[config.mk]
export PLATFORM = sky130hd
export DESIGN_NAME = dbp_lateral
export DESIGN_NICKNAME = d
export VERILOG_FILES = /design/src/rtl/core/dbp_pkg.sv /design/src/rtl/core/dbp_lateral.sv
export SDC_FILE = /design/constraint.sdc
export NUM_CORES = 2
export LEC_CHECK = 0
export ABC_AREA = 0
export BUFFER_PORTS_ARGS = -buffer_cell sky130_fd_sc_hd__buf_2
export CORE_ASPECT_RATIO = 1.1
export CORE_UTILIZATION = 60
export CTS_BUF_LIST = sky130_fd_sc_hd__clkbuf_16
export CTS_CLUSTER_SIZE = 10
export DETAILED_ROUTE_END_ITERATION = 12
export PLACE_DENSITY = 0.77
export SYNTH_ARGS = -nofsm -noshare
export SYNTH_HDL_FRONTEND = slang
export SYNTH_SLANG_ARGS = --single-unit
[constraint.sdc]
create_clock -name i_clk -period 16.25 [get_ports i_clk]
set_input_delay 0 -clock i_clk [delete_from_list [all_inputs] [get_ports i_clk]]
set_output_delay 0 -clock i_clk [all_outputs]
set_load 0.02 [all_outputs]
[src/rtl/core/dbp_pkg.sv]
// ----------------------------------------------------------------------------
// dbp_pkg
// Shared widths, register indexes and stage controls for the depth pixel
// backprojection pipeline.
// ----------------------------------------------------------------------------
package dbp_pkg;

    // Fixed port widths
    localparam int COORD_W = 10;
    localparam int DEPTH_W = 16;
    localparam int COLOR_W = 8;
    localparam int POINT_W = 32;
    localparam int CFG_AW  = 3;
    localparam int CFG_DW  = 24;

    // Significant bits of the position and depth fields
    localparam int COORD_BITS = 10;
    localparam int DEPTH_BITS = 16;

    localparam logic [COORD_W-1:0] COORD_MASK = COORD_W'((64'd1 << COORD_BITS) - 64'd1);
    localparam logic [DEPTH_W-1:0] DEPTH_MASK = DEPTH_W'((64'd1 << DEPTH_BITS) - 64'd1);

    // Arithmetic widths
    localparam int SCALE_W = 24;
    localparam int PRINC_W = 16;
    localparam int INVF_W  = 24;
    localparam int ZQ24_W  = DEPTH_W + SCALE_W;   // 40
    localparam int MAG_W   = 16;
    localparam int PROD1_W = MAG_W + INVF_W;      // 40
    localparam int RATIO_W = PROD1_W - 12;        // 28
    localparam int PROD2_W = RATIO_W + POINT_W;   // 60

    // Number of pipeline stages (input register through output register)
    localparam int NSTAGE = 6;

    // Register indexes
    typedef enum logic [CFG_AW-1:0] {
        REG_DEPTH_SCALE = 3'd0,
        REG_PRINC_X     = 3'd1,
        REG_PRINC_Y     = 3'd2,
        REG_INV_FX      = 3'd3,
        REG_INV_FY      = 3'd4
    } t_cfg_idx;

    // Reset values
    localparam logic [SCALE_W-1:0] RST_DEPTH_SCALE = 24'd16777;
    localparam logic [PRINC_W-1:0] RST_PRINC_X     = 16'd5208;
    localparam logic [PRINC_W-1:0] RST_PRINC_Y     = 16'd4056;
    localparam logic [INVF_W-1:0]  RST_INV_FX      = 24'd32388;
    localparam logic [INVF_W-1:0]  RST_INV_FY      = 24'd32326;

    // Per-stage load enables
    typedef struct packed {
        logic s0;
        logic s1;
        logic s2;
        logic s3;
        logic s4;
        logic s5;
    } t_stage_en;

endpackage

[src/rtl/core/dbp_lateral.sv]
// ----------------------------------------------------------------------------
// dbp_lateral
// Lateral coordinate datapath: (pix*16 - principal) * inv_focal * z, rounded
// half away from zero and saturated to signed Q16.16. Stages 1 to 5.
// ----------------------------------------------------------------------------
module dbp_lateral (
    input  logic                              i_clk,
    input  dbp_pkg::t_stage_en                i_en,
    input  logic [dbp_pkg::COORD_W-1:0]       i_pix,       // stage 0 value
    input  logic [dbp_pkg::PRINC_W-1:0]       i_principal,
    input  logic [dbp_pkg::INVF_W-1:0]        i_inv_f,
    input  logic [dbp_pkg::POINT_W-1:0]       i_zq16,      // stage 3 value
    output logic signed [dbp_pkg::POINT_W-1:0] o_point
);

    localparam int DIFF_W = dbp_pkg::PRINC_W + 1;

    logic [DIFF_W-1:0]              n_diff;
    logic [dbp_pkg::MAG_W-1:0]      n_mag;
    logic [dbp_pkg::PROD1_W-1:0]    n_rsum;
    logic [dbp_pkg::PROD2_W-1:0]    n_qsum;
    logic [dbp_pkg::PROD2_W-17:0]   n_q;
    logic [dbp_pkg::POINT_W-1:0]    n_pos;
    logic [dbp_pkg::POINT_W-1:0]    n_negq;

    logic [dbp_pkg::MAG_W-1:0]      r1_mag;
    logic                           r1_neg;
    logic [dbp_pkg::PROD1_W-1:0]    r2_prod;
    logic                           r2_neg;
    logic [dbp_pkg::RATIO_W-1:0]    r3_ratio;
    logic                           r3_neg;
    logic [dbp_pkg::PROD2_W-1:0]    r4_prod;
    logic                           r4_neg;
    logic signed [dbp_pkg::POINT_W-1:0] r5_point;

    // Signed offset from the principal point, as sign and magnitude
    always_comb begin
        n_diff = DIFF_W'({i_pix, 4'b0000}) - {1'b0, i_principal};
        n_mag  = n_diff[DIFF_W-1] ? dbp_pkg::MAG_W'(-n_diff) : n_diff[dbp_pkg::MAG_W-1:0];
    end

    assign n_rsum = r2_prod + dbp_pkg::PROD1_W'(2048);

    // Final rounding and saturation
    always_comb begin
        n_qsum = r4_prod + dbp_pkg::PROD2_W'(32768);
        n_q    = n_qsum[dbp_pkg::PROD2_W-1:16];
        if (n_q > 44'h0007FFFFFFF) begin
            n_pos = 32'h7FFFFFFF;
        end else begin
            n_pos = n_q[dbp_pkg::POINT_W-1:0];
        end
        if (n_q > 44'h00080000000) begin
            n_negq = 32'h80000000;
        end else begin
            n_negq = n_q[dbp_pkg::POINT_W-1:0];
        end
    end

    always_ff @(posedge i_clk) begin
        if (i_en.s1) begin
            r1_mag <= n_mag;
            r1_neg <= n_diff[DIFF_W-1];
        end
        if (i_en.s2) begin
            r2_prod <= r1_mag * i_inv_f;
            r2_neg  <= r1_neg;
        end
        if (i_en.s3) begin
            r3_ratio <= n_rsum[dbp_pkg::PROD1_W-1:12];
            r3_neg   <= r2_neg;
        end
        if (i_en.s4) begin
            r4_prod <= r3_ratio * i_zq16;
            r4_neg  <= r3_neg;
        end
        if (i_en.s5) begin
            r5_point <= r4_neg ? $signed(32'd0 - n_negq) : $signed(n_pos);
        end
    end

    assign o_point = r5_point;

endmodule

== Yosys cells after proc, flatten, opt, wreduce, memory -nomap -nowiden ==
Index checks and enable logic that the tools add are counted.
Cells by class
  muxes and demuxes: 4
  $mul: 2
  $lt $le $gt $ge: 2
  $add $sub $neg: 5
Operators with widths (number)
  32-bit two-way mux: 3
  60-bit by 16-bit adder with 60-bit output (second input constant): 1
  28-bit by 32-bit multiplier with 60-bit output: 1
  44-bit by 31-bit > comparator with 1-bit output (second input constant): 1
  44-bit by 32-bit > comparator with 1-bit output (second input constant): 1
  40-bit by 12-bit adder with 40-bit output (second input constant): 1
  16-bit by 24-bit multiplier with 40-bit output: 1
  1-bit by 32-bit subtractor with 32-bit output (first input constant): 1
  14-bit by 16-bit subtractor with 17-bit output: 1
  16-bit two-way mux: 1
  16-bit negation: 1
Storage, ports and cells
  register bits: 180

== Depth between registers and ports, before layout ==
  depth in word-level cells: 5
  gate-level depth with buffers: 28
  mapped depth without buffers: 26

== Worst setup path before layout ==
Ideal clock, no wire load.
  kind: register -> register
  from: reg r3_ratio[1] (netlist name)
  to: reg r4_prod[59] (netlist name), data pin
  setup time: 0.264 ns
  path buffers: 1
  stages on the path, launching flop included: 24
  arrival time: 6.754 ns
  slack: 9.233 ns
  period minus slack after synthesis: 7.017 ns
  cell sequence: edfxtp_1 clkbuf_1 and2_1 fa_1 fa_1 fa_1 inv_1 fa_1 inv_1 fa_1 inv_1 fa_1 inv_1 fa_1 ha_1 a211oi_1 o21ai_0 o211a_1 o311ai_0 nand3_1 a311oi_1 a31oi_1 a221oi_1 xnor2_1
On the way
  cells in the longest elaborated chain, start to end: 1
Ends and longest elaborated chain
  start, declared: line dbp_lateral.sv:30  | logic [dbp_pkg::RATIO_W-1:0] r3_ratio;
  start signal, assigned: line dbp_lateral.sv:70  | r3_ratio <= n_rsum[dbp_pkg::PROD1_W-1:12];
  28-bit by 32-bit multiplier with 60-bit output: line dbp_lateral.sv:74  | r4_prod <= r3_ratio * i_zq16;
  end signal, assigned: line dbp_lateral.sv:74
  end, declared: line dbp_lateral.sv:32  | logic [dbp_pkg::PROD2_W-1:0] r4_prod;
No other way between the ends.
A chain may end at the register's enable or synchronous reset.

== Final worst setup path ==
  from: reg r3_ratio[2] (netlist name)
  to: reg r4_prod[59] (netlist name), data pin
The elaborated chain is that of the path after synthesis.

==> results.toml <==
[timing]
worstMarginPinSlew_ps = 1249
max-slew-margin-rel_pct = 16.73
skew_ps = 23.55
tns_ps = 0
setup_viol = 0
min_period_over_period_pct = 54.34
period_needed_ps = 8830
slew_viol_final = 0
final-hold-violation-count = 0
rsz0062_at_grt = "no"
max_freq_mhz = 113.2

[yosys]
syn_inst = 5217
netlist_area_mm2 = 0.04818
synth_top_family_by_area = "adder cells"
async_flop_share_pct = 0
yosysSeqAreaShare_pct = 9.598
synthMuxAreaShare_pct = 0.2389
synth-compound-area-share_pct = 4.272
synth-seq-cells = 154
syn_area_per_cell_um2 = 9.236
synthTopCellsByArea = "fa_1, edfxtp_1, inv_1"
synthesis.nets = 6721
synth_top_area_share_pct = 44.96
synth_xor_area_share_pct = 2.872
synth_flop_cell = "edfxtp_1"
synth_adder_area_share_pct = 53.60
yosysWarnings = 0
synth_simple_gate_area_share_pct = 17.95
yosysTopAreaCell = "fa_1"
synth_edf_count = 154
synth_cell_type_count = 88

[die]
initial_utilization_pct = 60.85
die_w_um = 272.2
rows = 108
io_pins = 121
coreArea_mm2 = 0.07919
fp.dieH_um = 299.2
die_area_mm2 = 0.08144

[global_route]
use_met3_pct = 5.199
grt_max_degree = 47
met2_usage_pct = 54.42
antenna_found_initial = 5
grt.total_usage_pct = 30.27
busiest_layer = "met2"
grt-ovfl-total = 0
grt_pass1_wl_mm = 193.3
grt_use_met1_pct = 35.29
grt_pass1_vias = 38233

[final_layout]
final_layout_size_suffix_gt1_share_pct = 4.467
stdcell_count = 6196
final_nets = 6640
mostFrequentLayoutCells = "inv_1, fa_1, nand2_1, and2_1, ha_1"
final_common_cell = "inv_1"
areaGrowthSynthToFinish_pct = 3.703

[clocking]
insertion_delay_ps = 490
cts_tree = "built"
clock-sinks = 154
clk_path_buf_depth = 2
htree_num_levels = 4
cts_root_buf = "clkbuf_16"
cts_buffers = 17
path_clk_slew_ps = 60

[drt]
dr.first_iter.drc_count = 2120
wl_per_cell_um = 18.86
drc = 0
firstDrtPassIters = 7
via_per_inst = 5.683
ant_nets = 0
wl_mm = 116.8
vias = 35210

[worst_setup_path]
path_max_fanout = 32
ff2ff_path_depth = 22
path_class = "flop to flop"
startpoint_type = "flop"
crit_required_ps = 16470
crit_top_cell = "fa_1"
max_stage_delay_ps = 1080
cp_slowest_cell = "edfxtp_1"
crit_arrival_ps = 9050
r2r_end = "r4_prod[59]"
endpoint_kind = "flop"
crit_family = "adder cells"
worst-r2r-setup-slack_ps = 7420
reg2reg_from = "r3_ratio[2]"
path_buf_inv = 4
worstPathCellList = "and2_1 > fa_1 > fa_1 > fa_1 > inv_1 > fa_1 > inv_1 > fa_1 > inv_1 > fa_1 > inv_1 > fa_1 > ha_1 > a211oi_1 > o21ai_0 > o211a_1 > o311ai_0 > nand3_1 > a311oi_1 > a31oi_1 > a221oi_1 > xnor2_1"

[run_status]
outcome = "complete, no violations"

[min_path]
hp-class = "input pin to flop"
hp-start = "i_pix[0]"
hold-path-endpoint = "r1_mag[4]"
min_path_cells = 3

[placement]
dp_cells = 6156
hpwl_mm = 89.50
port_buffers = 119
gp_congestion = 0.9343

[flow_run]
cap_violations = 0
-- registers in the layout (all words and copies together) (netlist names) --
name      flops
r3_neg        1
r4_neg        1
r2_prod      29
r2_neg        1
r1_mag       16
o_point      32
r1_neg        1
r3_ratio     28
r4_prod      45
-- what timing repair did --
action | CTS | global route
setup buffers | 0 | 0
gates resized for setup | 0 | 0
hold buffers | 6 | 0
endpoints found under the hold margin | 24 | 0
-- synth_stat cells, types with 30 or more instances --
master and instances:
fa_1 1082, and2_1 620, a21oi_1 73, nand4_1 33
nor3_1 30, a21o_1 32, nand2_1 776, nor2_1 67
inv_1 1185, o21ai_0 53, xor2_1 53, ha_1 333
nand3_1 64, xnor2_1 105, clkbuf_1 253, edfxtp_1 154
and3_1 38
-- layer usage --
layer,wire (um),vias up
li1,-,15366
met3,8500,367
met5,34,-
met4,5367,6
met2,61090,1445
met1,41840,18026
-- kinds of logic (layout without fill, tap and decap cells) --
| kind of cell | after synthesis | after routing |
|---|---|---|
| DFF | 154 | 154 |
| other | 0 | 2 |
| buffers and inverters | 1455 | 1387 |
| muxes | 11 | 11 |
| adders and majority gates | 1415 | 1415 |
| xor gates and xnor gates | 158 | 158 |
| AOI/OAI and AO/OA | 306 | 306 |
| and+or+nand+nor | 1718 | 1718 |
-- worst max-delay path by stage --
stage,from,end,slack (ps),cells after the start
6_report,r3_ratio[2],r4_prod[59],7420,22
5_1_grt,r3_ratio[2],r4_prod[59],6940,22
4_1_cts,r3_ratio[2],r4_prod[59],7490,22
3_5_place_dp,r3_ratio[2],r4_prod[59],7490,22
3_3_place_gp,r3_ratio[2],r4_prod[59],7630,22
2_1_floorplan,r3_ratio[1],r4_prod[59],9230,23
-- tightest hold or removal path: stages --
cell    delay, ps
buf_2          80
ha_1          220
xor2_1         80
-- per-stage QoR --
stage	hold WS [ps]	util, %	area [um2]	setup WS (ps)
floorplan	98.87	-	48180	9233
finish	73.14	63.10	49970	7420
global route	99.32	63.09	49960	6935
detailed placement	268.3	62.31	49340	7492
CTS	53.08	63.09	49960	7491
global placement	263.0	62.31	49340	7628
-- area by class of cell --
type                            count  area (um2)
Multi-Input combinational cell   3608       38030
Fill cell                        6542       29220
Sequential cell                   154        4624
Inverter                         1186        4452
Tap cell                         1045        1308
Timing Repair Buffer              169       985.9
Clock buffer                       17       425.4
Clock inverter                     15       135.1
Antenna cell                        2       5.005
Power is left out: the tool's default activity adds up to more than one toggle a clock period on the data nets, which glitch-free logic cannot reach.
